===== src/design/cfp_pkg.sv =====
// Shared types and constants of the command frame parser.
package cfp_pkg;

  // Action codes carried in the input tuser field.
  localparam logic [1:0] ACT_BYTE   = 2'd0;
  localparam logic [1:0] ACT_RX_ERR = 2'd1;
  localparam logic [1:0] ACT_READ   = 2'd2;

  // Configuration register indexes.
  localparam logic [1:0] CFG_FIRST_HDR  = 2'd0;
  localparam logic [1:0] CFG_SECOND_HDR = 2'd1;
  localparam logic [1:0] CFG_SET_CODE   = 2'd2;
  localparam logic [1:0] CFG_STOP_CODE  = 2'd3;

  // Frame status codes reported with every result.
  localparam logic [2:0] ST_NONE     = 3'd0;
  localparam logic [2:0] ST_SET      = 3'd1;
  localparam logic [2:0] ST_STOPPED  = 3'd2;
  localparam logic [2:0] ST_IGNORED  = 3'd3;
  localparam logic [2:0] ST_BAD_SUM  = 3'd4;
  localparam logic [2:0] ST_TOO_LONG = 3'd5;

  // Payload store and target layout.
  localparam int StoreDepth  = 8;
  localparam int StoreIdxW   = 3;
  localparam int TargetLen   = 8;
  localparam int PayloadW    = StoreDepth * 8;
  localparam int TargetW     = 16;
  localparam int TargetSlots = 4;

  // Header and command codes from the configuration registers.
  typedef struct packed {
    logic [7:0] first_hdr;
    logic [7:0] second_hdr;
    logic [7:0] set_code;
    logic [7:0] stop_code;
  } cfp_cfg_t;

  // Outcome of one byte as seen by the target registers.
  typedef struct packed {
    logic       load_targets;
    logic       clear_targets;
    logic [2:0] status;
  } cfp_event_t;

endpackage


===== src/design/cfp_hunt.sv =====
// Frame hunt state machine, running checksum and payload store.
module cfp_hunt import cfp_pkg::*; #(
  parameter int MAX_PAYLOAD = 32
) (
  input  logic                clk,
  input  logic                rst,
  input  logic                take,
  input  logic                rx_error,
  input  logic [7:0]          rx_byte,
  input  cfp_cfg_t            cfg,
  output cfp_event_t          ev,
  output logic [PayloadW-1:0] payload
);

  localparam int LenW = $clog2(MAX_PAYLOAD + 1);

  typedef enum logic [2:0] {
    HS_HDR1,
    HS_HDR2,
    HS_TYPE,
    HS_LEN,
    HS_PAY,
    HS_CHK
  } hunt_state_t;

  hunt_state_t     state, state_next;
  logic [7:0]      frame_type, frame_type_next;
  logic [LenW-1:0] frame_length, frame_length_next;
  logic [LenW-1:0] payload_count, payload_count_next;
  logic [7:0]      running_xor, running_xor_next;
  logic [LenW:0]   count_inc;
  logic            store_wr;
  logic [7:0]      payload_bytes [StoreDepth];

  assign count_inc = {1'b0, payload_count} + (LenW + 1)'(1);

  // Next-state logic: one transition per received byte.
  always_comb begin
    state_next         = state;
    frame_type_next    = frame_type;
    frame_length_next  = frame_length;
    payload_count_next = payload_count;
    running_xor_next   = running_xor;
    store_wr           = 1'b0;
    ev                 = '{load_targets: 1'b0, clear_targets: 1'b0, status: ST_NONE};
    if (rx_error) begin
      state_next = HS_HDR1;
    end else if (take) begin
      unique case (state)
        HS_HDR1: begin
          if (rx_byte == cfg.first_hdr) state_next = HS_HDR2;
        end
        HS_HDR2: begin
          state_next = (rx_byte == cfg.second_hdr) ? HS_TYPE : HS_HDR1;
        end
        HS_TYPE: begin
          frame_type_next  = rx_byte;
          running_xor_next = rx_byte;
          state_next       = HS_LEN;
        end
        HS_LEN: begin
          frame_length_next  = LenW'(rx_byte);
          running_xor_next   = running_xor ^ rx_byte;
          payload_count_next = '0;
          if (rx_byte > 8'(MAX_PAYLOAD)) begin
            state_next = HS_HDR1;
            ev.status  = ST_TOO_LONG;
          end else if (rx_byte == 8'd0) begin
            state_next = HS_CHK;
          end else begin
            state_next = HS_PAY;
          end
        end
        HS_PAY: begin
          // Only the first bytes are kept; all of them enter the checksum.
          store_wr           = (payload_count < LenW'(StoreDepth));
          payload_count_next = count_inc[LenW-1:0];
          running_xor_next   = running_xor ^ rx_byte;
          if (count_inc >= {1'b0, frame_length}) state_next = HS_CHK;
        end
        HS_CHK: begin
          state_next = HS_HDR1;
          if (rx_byte != running_xor) begin
            ev.status = ST_BAD_SUM;
          end else if (frame_type == cfg.set_code &&
                       frame_length == LenW'(TargetLen)) begin
            ev.load_targets = 1'b1;
            ev.status       = ST_SET;
          end else if (frame_type == cfg.stop_code && frame_length == '0) begin
            ev.clear_targets = 1'b1;
            ev.status        = ST_STOPPED;
          end else begin
            ev.status = ST_IGNORED;
          end
        end
        default: begin
          state_next = HS_HDR1;
        end
      endcase
    end
  end

  // Hunt state and frame bookkeeping.
  always_ff @(posedge clk) begin
    if (rst) begin
      state         <= HS_HDR1;
      frame_type    <= '0;
      frame_length  <= '0;
      payload_count <= '0;
      running_xor   <= '0;
    end else begin
      state         <= state_next;
      frame_type    <= frame_type_next;
      frame_length  <= frame_length_next;
      payload_count <= payload_count_next;
      running_xor   <= running_xor_next;
    end
  end

  // Payload store; only a full-length set-target frame reads it.
  always_ff @(posedge clk) begin
    if (store_wr) payload_bytes[payload_count[StoreIdxW-1:0]] <= rx_byte;
  end

  // Flatten the store, first byte in the lowest bits.
  for (genvar i = 0; i < StoreDepth; i++) begin : g_flat
    assign payload[i*8 +: 8] = payload_bytes[i];
  end

endmodule


===== src/design/cfp_targets.sv =====
// Motor target registers and the ready flag.
module cfp_targets import cfp_pkg::*; #(
  parameter int MOTORS = 4
) (
  input  logic                           clk,
  input  logic                           rst,
  input  logic                           step,
  input  logic                           read_clear,
  input  cfp_event_t                     ev,
  input  logic [PayloadW-1:0]            payload,
  output logic [TargetSlots*TargetW-1:0] targets,
  output logic                           ready_flag
);

  // Ready flag: raised by a decoded command, cleared by a read.
  always_ff @(posedge clk) begin
    if (rst) begin
      ready_flag <= 1'b0;
    end else if (step) begin
      if (ev.load_targets || ev.clear_targets) begin
        ready_flag <= 1'b1;
      end else if (read_clear) begin
        ready_flag <= 1'b0;
      end
    end
  end

  // One little-endian 16-bit target per motor; absent motors read as zero.
  for (genvar m = 0; m < TargetSlots; m++) begin : g_motor
    if (m < MOTORS) begin : g_used
      logic [TargetW-1:0] target;
      always_ff @(posedge clk) begin
        if (rst) begin
          target <= '0;
        end else if (step && ev.load_targets) begin
          target <= payload[m*TargetW +: TargetW];
        end else if (step && ev.clear_targets) begin
          target <= '0;
        end
      end
      assign targets[m*TargetW +: TargetW] = target;
    end else begin : g_unused
      assign targets[m*TargetW +: TargetW] = '0;
    end
  end

endmodule


===== src/design/command_frame_parser_top.sv =====
// Top level of the command frame parser: beat registers, configuration and glue.
//
// Usage:
//   Input beats arrive on s_tvalid/s_tready/s_tdata/s_tuser. tuser holds the
//   action (received byte, receive error, read and clear ready flag) and
//   tdata holds the received byte. Every input beat yields exactly one
//   output beat on m_tvalid/m_tready/m_tdata: the ready flag as it was
//   before the beat, the four motor targets after it and a frame status.
//   Configuration writes (header bytes, command codes) come in on
//   cfg_valid/cfg_ready with cfg_index and cfg_data; cfg_ready is always
//   high and writes belong in idle periods.
// Timing:
//   An accepted beat is held in the input register, decoded from there and
//   registered into the output register that drives m_tdata.
//   The byte-level state update is one small state transition, so one beat
//   per cycle is sustained while the receiver keeps m_tready high.
// Reset and stalls:
//   Reset returns the hunt to the first header, clears targets and the
//   ready flag and restores the configuration defaults. When the receiver
//   stalls, the result stays in the output register, one more beat waits
//   in the input register and then s_tready drops until the output drains.
module command_frame_parser_top import cfp_pkg::*; #(
  parameter int MAX_PAYLOAD = 32,
  parameter int MOTORS      = 4
) (
  input  logic        clk,
  input  logic        rst,
  input  logic        s_tvalid,
  output logic        s_tready,
  input  logic [7:0]  s_tdata,   // [7:0] rx_byte
  input  logic [1:0]  s_tuser,   // [1:0] action
  output logic        m_tvalid,
  input  logic        m_tready,
  // [0] targets_fresh, [16:1] target_a, [32:17] target_b, [48:33] target_c,
  // [64:49] target_d, [67:65] frame_status, [71:68] zero
  output logic [71:0] m_tdata,
  input  logic        cfg_valid,
  output logic        cfg_ready,
  input  logic [1:0]  cfg_index,
  input  logic [7:0]  cfg_data
);

  logic                           in_valid;
  logic [1:0]                     in_action;
  logic [7:0]                     in_byte;
  logic                           advance;
  logic                           out_valid;
  logic                           fresh_q;
  logic [2:0]                     status_q;
  logic                           ready_flag;
  logic [TargetSlots*TargetW-1:0] targets;
  logic [PayloadW-1:0]            payload;
  cfp_cfg_t                       cfg;
  cfp_event_t                     ev;

  assign advance   = in_valid && (!out_valid || m_tready);
  assign s_tready  = !in_valid || advance;
  assign cfg_ready = 1'b1;

  // Configuration registers.
  always_ff @(posedge clk) begin
    if (rst) begin
      cfg.first_hdr  <= 8'd170;
      cfg.second_hdr <= 8'd85;
      cfg.set_code   <= 8'd1;
      cfg.stop_code  <= 8'd2;
    end else if (cfg_valid && cfg_ready) begin
      unique case (cfg_index)
        CFG_FIRST_HDR:  cfg.first_hdr  <= cfg_data;
        CFG_SECOND_HDR: cfg.second_hdr <= cfg_data;
        CFG_SET_CODE:   cfg.set_code   <= cfg_data;
        CFG_STOP_CODE:  cfg.stop_code  <= cfg_data;
        default: ;
      endcase
    end
  end

  // Input register.
  always_ff @(posedge clk) begin
    if (rst) begin
      in_valid <= 1'b0;
    end else if (s_tvalid && s_tready) begin
      in_valid <= 1'b1;
    end else if (advance) begin
      in_valid <= 1'b0;
    end
  end

  always_ff @(posedge clk) begin
    if (s_tvalid && s_tready) begin
      in_action <= s_tuser;
      in_byte   <= s_tdata;
    end
  end

  cfp_hunt #(
    .MAX_PAYLOAD(MAX_PAYLOAD)
  ) u_hunt (
    .clk      (clk),
    .rst      (rst),
    .take     (advance && in_action == ACT_BYTE),
    .rx_error (advance && in_action == ACT_RX_ERR),
    .rx_byte  (in_byte),
    .cfg      (cfg),
    .ev       (ev),
    .payload  (payload)
  );

  cfp_targets #(
    .MOTORS(MOTORS)
  ) u_targets (
    .clk        (clk),
    .rst        (rst),
    .step       (advance),
    .read_clear (in_action == ACT_READ),
    .ev         (ev),
    .payload    (payload),
    .targets    (targets),
    .ready_flag (ready_flag)
  );

  // Output register; the targets themselves are the state registers.
  always_ff @(posedge clk) begin
    if (rst) begin
      out_valid <= 1'b0;
    end else if (advance) begin
      out_valid <= 1'b1;
    end else if (m_tready) begin
      out_valid <= 1'b0;
    end
  end

  always_ff @(posedge clk) begin
    if (advance) begin
      fresh_q  <= ready_flag;
      status_q <= ev.status;
    end
  end

  assign m_tvalid = out_valid;
  assign m_tdata  = {4'd0, status_q, targets, fresh_q};

  // A decoded command always leaves the ready flag raised.
  a_ready_after_cmd: assert property (@(posedge clk) disable iff (rst)
    advance && (ev.load_targets || ev.clear_targets) |=> ready_flag)
    else $error("ready flag not raised after a decoded command");

  // Load and clear of the targets never coincide.
  a_one_cmd: assert property (@(posedge clk) disable iff (rst)
    !(ev.load_targets && ev.clear_targets))
    else $error("target load and clear in the same cycle");

  // Only received bytes can report a frame outcome.
  a_status_bytes_only: assert property (@(posedge clk) disable iff (rst)
    advance && in_action != ACT_BYTE |-> ev.status == ST_NONE)
    else $error("frame status on a non-byte beat");

  // A stop command zeroes every target.
  a_stop_zeroes: assert property (@(posedge clk) disable iff (rst)
    advance && ev.clear_targets |=> targets == '0)
    else $error("targets not zero after stop");

endmodule


===== config.mk =====
export PLATFORM = sky130hd
export DESIGN_NAME = command_frame_parser_top
export DESIGN_NICKNAME = d
export VERILOG_FILES = /design/src/design/cfp_pkg.sv /design/src/design/cfp_hunt.sv /design/src/design/cfp_targets.sv /design/src/design/command_frame_parser_top.sv
export SDC_FILE = /design/constraint.sdc
export NUM_CORES = 1
export LEC_CHECK = 0
export BUFFER_PORTS_ARGS = -buffer_cell sky130_fd_sc_hd__buf_4
export CORE_ASPECT_RATIO = 0.5
export CORE_UTILIZATION = 25
export DETAILED_ROUTE_END_ITERATION = 10
export GPL_ROUTABILITY_DRIVEN = 0
export GPL_TIMING_DRIVEN = 0
export PLACE_DENSITY_LB_ADDON = 0.3
export SYNTH_ARGS = -nofsm -noshare
export SYNTH_HDL_FRONTEND = slang
export SYNTH_SLANG_ARGS = --single-unit

===== constraint.sdc =====
create_clock -name clk -period 5.25 [get_ports clk]
set_input_delay 0.7875 -clock clk [delete_from_list [all_inputs] [get_ports clk]]
set_output_delay 0.7875 -clock clk [all_outputs]
set_load 0.005 [all_outputs]

==> flow_summary.json, run 1 <==
{
  "ctsRootBufferMaster": "clkbuf_16",
  "clockBufferDepth": 3,
  "required_ns": 5.37,
  "rows": 46,
  "cp_slowest_cell": "nor3_1",
  "post-route-util": 0.319,
  "cts.htree.levels": 1,
  "dieArea_um2": 34100,
  "fin_nets": 969,
  "cp-endpoint": "u_hunt.payload_bytes[0][4]",
  "min_period_ns": 2.96,
  "synth_most_common_cell": "dfxtp_1",
  "post_cts_buffers": 0,
  "hold_path.class": "flip-flop to flip-flop",
  "rsz0062_at_grt": "false",
  "synthCells": 816,
  "antenna_found_initial": 0,
  "synth_common_cells": "130 x dfxtp_1, 99 x a21oi_1, 81 x nand2_1",
  "cts_resized": 0,
  "tightest_slew_ns": 1.21,
  "r2r_end": "u_hunt.payload_bytes[0][4]",
  "grt_use_total": 0.130,
  "drive_gt1_frac": 0.173,
  "ys_warn_count": 0,
  "period_share": 0.563,
  "ant_nets": 0,
  "netlist.top_cell.by_area": "dfxtp_1",
  "coreArea_um2": 32200,
  "grt_max_degree": 14,
  "synth_top_area_share": 0.313,
  "path_max_fanout": 8,
  "synthToLayoutAreaGrowth_pct": 23.4,
  "vias": 6314,
  "rrSetupSlack_ns": 2.29,
  "maxCapViolations": 0,
  "startpoint": "u_hunt.state[0]",
  "holdPathStages": 0,
  "worstPathArrival_ns": 3.08,
  "wl_met1_um": 10400,
  "antennaDiodeCount": 0,
  "status": "completed",
  "die_w_um": 260,
  "met2_length_um": 11100,
  "die_y_um": 131,
  "ys_async_sr_fraction": 0,
  "postCtsHoldBufs": 0,
  "portBuffers": 93,
  "dpl.hpwl_um": 16100,
  "yosys.cell_types.count": 49,
  "syn_area_per_cell_um2": 10.2,
  "critPathMaxStageDelay_ns": 0.94,
  "crit_chain": "clkbuf_1, nor3b_1, nand2_1, or3_1, nor3_1",
  "drt-wirelength-per-cell_um": 16.3,
  "drv_slew": 0,
  "cts_tree": "built",
  "wl_um": 22600,
  "rr_worst_depth": 5,
  "tns_ns": 0,
  "synth_seq_cells": 208,
  "vdd_drop_max_mv": 0.163,
  "start_util": 0.258,
  "cts_sinks": 208,
  "final_area_um2": 10300,
  "reg2reg_from": "u_hunt.state[0]",
  "clk_pin_slew_ns": 0.06,
  "ios": 100,
  "first_iter_violations": 327,
  "fmax_mhz": 338,
  "maxSlewHeadroom": 0.189,
  "vias_per_cell": 4.56,
  "grt_pass1_wl_um": 34600,
  "yosysSeqAreaShare": 0.594,
  "grt_pass1_vias": 6234,
  "synthTopCellsByArea": "dfxtp_1 31%, edfxtp_1 28%, a21oi_1 6.0%",
  "path_class": "flip-flop to flip-flop",
  "route.detailed.drc": 0,
  "clock_latency_ns": 0.51,
  "synth_edf_count": 78,
  "end_kind": "flip-flop",
  "drt_first_pass_iters": 4,
  "routed-wl-met3_um": 774,
  "grt_overflow": 0,
  "finalPower_mw": 3.32,
  "leakage_nw": 3.64,
  "hold_viol_final": 0,
  "synth_area_um2": 8330,
  "dpl_cell_area_um2": 9580,
  "top_layer_used": "met4",
  "power_density_nw_per_um2": 323,
  "yosys_most_used_dff": "dfxtp_1",
  "setup.worst_path.start_class": "flip-flop",
  "cts_buffers": 22,
  "setup_viol": 0,
  "fin_skew_ns": 0.0226
}
logic make-up (layout without fill, tap and decap cells):
logic type,Yosys count,after routing,synth area share
AND/OR/NAND/NOR,264,264,0.155
flip-flops,208,208,0.594
AO/OA/AOI/OAI,203,203,0.128
buffers and inverters,69,203,0.0427
XOR/XNOR,44,44,0.0463
multiplexers,19,19,0.0228
adder cells (fa/ha/maj),7,7,0.0105
other,2,5,0.000902
metrics by stage:
step                      hold slack, ns  setup slack [ns]  std cells
after floorplan                    0.409              2.65        819
after global placement             0.415              2.04       1344
after detailed placement           0.428              2.01       1344
after CTS                          0.444              2.31       1384
after global routing               0.446              2.08       1385
final                              0.443              2.29       1385
worst min path at each step:
stage                  to                 start  slack, ns
2_1_floorplan     fresh_q  u_targets.ready_flag       0.41
3_3_place_gp      fresh_q  u_targets.ready_flag       0.41
3_5_place_dp      fresh_q  u_targets.ready_flag       0.43
4_1_cts        in_byte[5]            s_tdata[5]       0.44
5_1_grt        in_byte[6]            s_tdata[6]       0.45
6_report          fresh_q  u_targets.ready_flag       0.44
layout make-up:
class,count,area [um2]
inverter,6,22.5
clock buffer,34,646
multi-input combinational,542,3040
timing repair buffer,94,706
buffer,63,333
sequential,208,4940
fill,3323,22000
tap,432,541
clock inverter,6,41.3
registers in the layout, summed over array words and instances (netlist names):
signal / cells
u_targets.ready_flag: 1
in_byte: 8
u_hunt.payload_bytes: 64
fresh_q: 1
in_action: 2
u_hunt.frame_length: 6
u_hunt.frame_type: 8
status_q: 3
in_valid: 1
u_targets.g_motor.g_used.target: 64
u_hunt.state: 3
cfg: 32
u_hunt.payload_count: 6
u_hunt.running_xor: 8
m_tvalid: 1
critical path, delay by kind of cell (launching register included):
family | cells | cell delay, ns
buf+inv | 1 | 0.17
simple gates | 4 | 2.10
flops | 1 | 0.30
placed cells by master, fill, tap and decap left out, drive strengths merged, types with 6 or more instances in the layout:
cell	n
clkinv	6
nor2	53
nand3b	8
mux2i	19
ha	7
nor3	7
dfxtp	130
nand3	72
o21ai	88
nand2b	6
edfxtp	78
xor2	19
xnor2	25
nor2b	8
or3	6
nor4	9
a21oi	99
clkbuf	71
inv	6
nand2	81
buf	120
layer usage:
metal / up-vias / track usage
met5: - / 0
met2: 97 / 0.232
li1: 3102 / -
met4: 0 / 0.0303
met1: 3084 / 0.169
met3: 31 / 0.0170
report_power, final:
part / internal (mW) / switching, mW
logic: 0.0479 / 0.0803
clock network: 0.848 / 0.628
registers: 1.69 / 0.0231
No activity file was read; power rests on OpenSTA's default activity.
==> run 2: changes to the inputs <==
==> constraint.sdc (replaced) <==
create_clock -name clk -period 2.95 [get_ports clk]
set_input_delay 0.4425 -clock clk [delete_from_list [all_inputs] [get_ports clk]]
set_output_delay 0.4425 -clock clk [all_outputs]
set_load 0.005 [all_outputs]
==> run 2 against run 1 <==
Clock-buffer cell count unchanged. Fmax grew 10%. Die area unchanged. Critical path depth up 3. Global-route usage stayed put. Final cell count is the same. Non-clock buffer count did not move. Via count is 0.32% lower. Clock skew decreased by 0.00080 ns. Combinational power grew 78%. Hold slack worse by 0.32 ns. Register-to-register slack lost 2.0 ns. Largest cell class unchanged.
==> flow_summary.json, run 2 (same netlist as run 1, synthesis figures left out) <==
{
  "status": "completed",
  "clk_pin_slew_ns": 0.06,
  "maxCapViolations": 0,
  "coreArea_um2": 32200,
  "drive_gt1_frac": 0.175,
  "grt_use_total": 0.130,
  "start_util": 0.258,
  "wl_um": 22600,
  "drv_slew": 0,
  "whs_ns": 0.118,
  "clock_latency_ns": 0.51,
  "min_period_ns": 2.68,
  "grt_pass1_vias": 6234,
  "drt-wirelength-per-cell_um": 16.3,
  "tightest_slew_ns": 0.843,
  "grt_overflow": 0,
  "path_class": "flip-flop to flip-flop",
  "worstPathArrival_ns": 3.03,
  "period_share": 0.907,
  "cts_tree": "built",
  "end_kind": "flip-flop",
  "cts_buffers": 22,
  "final_cell_mix": "130 x dfxtp_1, 100 x buf_4, 99 x a21oi_1",
  "leakage_nw": 3.65,
  "cts_sinks": 208,
  "portBuffers": 93,
  "antennaDiodeCount": 0,
  "holdPathStages": 1,
  "fin_skew_ns": 0.0218,
  "ios": 100,
  "first_iter_violations": 314,
  "layout_commonest_cell": "dfxtp_1",
  "dpl.hpwl_um": 16100,
  "antenna_found_initial": 0,
  "die_w_um": 260,
  "hold_viol_final": 0,
  "rsz0062_at_grt": "false",
  "dieArea_um2": 34100,
  "setup_viol": 0,
  "synthToLayoutAreaGrowth_pct": 23.5,
  "vias": 6294,
  "cts.htree.levels": 1,
  "finalPower_mw": 5.90,
  "grt_pass1_wl_um": 34600,
  "drt_first_pass_iters": 4,
  "rows": 46,
  "path_max_fanout": 10,
  "grt_max_degree": 14,
  "route.detailed.drc": 0,
  "postCtsHoldBufs": 0,
  "clockBufferDepth": 3,
  "ctsRootBufferMaster": "clkbuf_16",
  "power_density_nw_per_um2": 574,
  "tns_ns": 0,
  "fmax_mhz": 374,
  "post-route-util": 0.319,
  "fin_nets": 969,
  "rrSetupSlack_ns": 0.27,
  "hold_path.class": "input pin to flip-flop",
  "post_cts_buffers": 0,
  "ant_nets": 0,
  "vias_per_cell": 4.54,
  "required_ns": 3.31,
  "setup.worst_path.start_class": "flip-flop",
  "vdd_drop_max_mv": 0.290,
  "maxSlewHeadroom": 0.432,
  "die_y_um": 131,
  "fillers": 3322,
  "rr_worst_depth": 8
}
run 2: what timing repair did:
item / CTS / global route
setup endpoints to repair: 0 / 12
endpoints found under the hold margin: 0 / 0
resized for setup: 0 / 2
run 2: through the flow:
stage | cell area, um2 | worst slack (ns) | std cells
floorplan | 8340 | 0.644 | 819
global placement | 9580 | 0.0532 | 1344
detailed placement | 9580 | 0.0215 | 1344
CTS | 10300 | 0.0108 | 1384
global route | 10300 | 0.0503 | 1385
finish | 10300 | 0.274 | 1385
run 2: per-layer routing:
| metal | global-route usage | share of wire | vias to the layer above |
|---|---|---|---|
| li1 | - | - | 3099 |
| met1 | 0.169 | 0.46 | 3066 |
| met2 | 0.232 | 0.50 | 100 |
| met3 | 0.0170 | 0.034 | 29 |
| met4 | 0.0303 | 0.016 | 0 |
| met5 | 0 | 0 | - |
run 2: path summary, 6_finish.rpt:
| path | end | startpoint |
|---|---|---|
| setup / recovery | u_targets.g_motor[0].g_used.target[12] | in_byte[5] |
| hold / removal | in_byte[5] | s_tdata[5] |
| setup reg to reg | u_targets.g_motor[0].g_used.target[12] | in_byte[5] |
| hold reg to reg | fresh_q | u_targets.ready_flag |
run 2: layout make-up:
type,count,area [um2],share of cell area
clock buffer,34,646,0.0628
clock inverter,6,41.3,0.00401
multi-input combinational,542,3050,0.297
sequential,208,4940,0.481
timing repair buffer,94,706,0.0686
inverter,6,22.5,0.00219
buffer,63,333,0.0324
tap,432,541,0.0525
run 2: critical path, cell delays in order, from the launching register on:
cell and delay, ns:
edfxtp_1 0.74, buf_2 0.37, xor2_1 0.11, nor4_2 0.13, nand2_1 0.15, or3_4 0.39, clkbuf_1 0.29, o21ai_0 0.25
a21oi_1 0.09
run 2: where the power goes:
group / switching [mW] / internal [mW]
Clock: 1.12 / 1.51
Sequential: 0.0406 / 3.01
Combinational: 0.143 / 0.0853
==> run 3: changes to the inputs <==
--- a/config.mk
+++ b/config.mk
@@ -6,7 +6,7 @@
 export NUM_CORES = 1
 export LEC_CHECK = 0
 export BUFFER_PORTS_ARGS = -buffer_cell sky130_fd_sc_hd__buf_4
-export CORE_ASPECT_RATIO = 0.5
+export CORE_ASPECT_RATIO = 0.9
 export CORE_UTILIZATION = 25
 export DETAILED_ROUTE_END_ITERATION = 10
 export GPL_ROUTABILITY_DRIVEN = 0
==> run 3 against run 2 <==
Critical endpoint is now status_q[0]. Hold slack got worse by 0.0022 ns. Non-clock buffer count rose by 1. Sequential share of layout area fell by 0.19 points. Combinational power rose by 2%. Clock power rose by 6%. Global-route usage rose by 0.30 points. Core utilization fell by 0.50 points. Final cell count fell by 0.58%. Design area rose by 0.40%. Largest power group unchanged.
==> flow_summary.json, run 3 (same netlist as run 1, synthesis figures left out) <==
{
  "ant_nets": 0,
  "maxCapViolations": 0,
  "min_period_ns": 2.75,
  "grt_overflow": 0,
  "hold_path.class": "input pin to flip-flop",
  "route.detailed.drc": 0,
  "path_class": "flip-flop to flip-flop",
  "dieArea_um2": 34000,
  "antenna_found_initial": 0,
  "reg2reg_from": "in_byte[7]",
  "ios": 100,
  "fin_skew_ns": 0.0118,
  "finalPower_mw": 6.07,
  "tightest_slew_ns": 0.906,
  "coreArea_um2": 32900,
  "postCtsHoldBufs": 0,
  "clock_latency_ns": 0.50,
  "cts_sinks": 208,
  "die_y_um": 175,
  "r2r_end": "status_q[0]",
  "grt_use_total": 0.133,
  "fin_ws_ns": 0.201,
  "cts_buffers": 23,
  "drt-wirelength-per-cell_um": 16.4,
  "cts_tree": "built",
  "first_iter_violations": 335,
  "leakage_nw": 3.68,
  "start_util": 0.253,
  "hold_viol_final": 0,
  "rr_worst_depth": 7,
  "end_kind": "flip-flop",
  "fin_nets": 971,
  "worstPathArrival_ns": 3.06,
  "final_area_um2": 10300,
  "dpl.hpwl_um": 16000,
  "layout_commonest_cell": "dfxtp_1",
  "ctsRootBufferMaster": "clkbuf_16",
  "drt_first_pass_iters": 6,
  "setup_viol": 0,
  "antennaDiodeCount": 0,
  "fmax_mhz": 364,
  "path_max_fanout": 10,
  "holdPathStages": 1,
  "wl_um": 22600,
  "clk_pin_slew_ns": 0.06,
  "vdd_drop_max_mv": 0.317,
  "period_share": 0.932,
  "final_cell_mix": "130 x dfxtp_1, 101 x buf_4, 99 x a21oi_1",
  "setup.worst_path.start_class": "flip-flop",
  "power_density_nw_per_um2": 588,
  "vias": 6226,
  "drive_gt1_frac": 0.178,
  "clockBufferDepth": 3,
  "required_ns": 3.26,
  "whs_ns": 0.116,
  "grt_pass1_vias": 6206,
  "dpl_cell_area_um2": 9560,
  "rrSetupSlack_ns": 0.20,
  "die_w_um": 194,
  "place_ws_ns": -0.0315,
  "min-delay-start": "s_tdata[4]",
  "rsz0062_at_grt": "false",
  "synthToLayoutAreaGrowth_pct": 24.0,
  "drv_slew": 0,
  "grt_pass1_wl_um": 35500,
  "rows": 63,
  "grt_max_degree": 15,
  "status": "completed",
  "cts.htree.levels": 1,
  "portBuffers": 93,
  "min_to": "in_byte[4]",
  "maxSlewHeadroom": 0.392,
  "vias_per_cell": 4.52
}
[run 3: cell types whose count changed in the layout (fill, tap and decap cells not counted), sizes merged]
cell	change
buf	+2
bufinv	+2
clkbuf	-8
clkinv	+4
inv	+2
[run 3: critical path, stage by stage (launching register included)]
cell	delay, ns
edfxtp_1	0.64
buf_2	0.36
xor2_1	0.12
nor4_2	0.24
nand2_1	0.21
or3_4	0.43
clkbuf_1	0.25
o21ai_0	0.31
[run 3: power breakdown]
part           total, mW  switching, mW  internal (mW)
logic              0.232          0.146         0.0862
clock network       2.79           1.16           1.63
registers           3.05         0.0394           3.01
[run 3: metrics by stage]
step	setup TNS [ns]	instances	util
2_1_floorplan	0	819	-
5_1_grt	0	1377	0.314
3_3_place_gp	0	1334	0.291
3_5_place_dp	-0.251	1334	0.291
6_report	0	1377	0.314
4_1_cts	0	1375	0.313
[run 3: worst max-delay path by stage]
| stage | from | to | slack, ns | cells past startpoint |
|---|---|---|---|---|
| finish | in_byte[7] | status_q[0] | 0.20 | 7 |
| detailed placement | u_hunt.state[0] | u_hunt.payload_bytes[0][5] | -0.03 | 5 |
| CTS | u_hunt.state[0] | u_hunt.payload_bytes[1][5] | 0.11 | 6 |
| global placement | u_hunt.state[2] | u_hunt.payload_bytes[0][5] | 0.04 | 4 |
| floorplan | u_hunt.state[0] | u_hunt.payload_bytes[0][0] | 0.64 | 5 |
| global route | in_byte[7] | status_q[0] | 0.05 | 7 |
[run 3: per-layer routing]
metal,vias to the layer above,track usage,share of wire
met5,-,0,0
met4,0,0.0364,0.025
met3,34,0.0216,0.038
met2,123,0.214,0.45
met1,2952,0.186,0.49
li1,3117,-,-
[run 3: repair_timing]
action,4_1_cts,5_1_grt
endpoints found under the hold margin,0,0
gates cloned,0,0
buffers inserted,0,2
pin swaps,0,1
endpoints found under the setup margin,8,9
resized for setup,1,1
[run 3: area by class of cell]
| cell class | count | area [um2] |
|---|---|---|
| clock buffer | 27 | 601 |
| tap | 422 | 528 |
| timing repair buffer | 95 | 726 |
| sequential | 208 | 4940 |
| multi-input combinational | 542 | 3050 |
| inverter | 6 | 22.5 |
| buffer | 63 | 333 |
| fill | 3380 | 22500 |
| clock inverter | 14 | 121 |
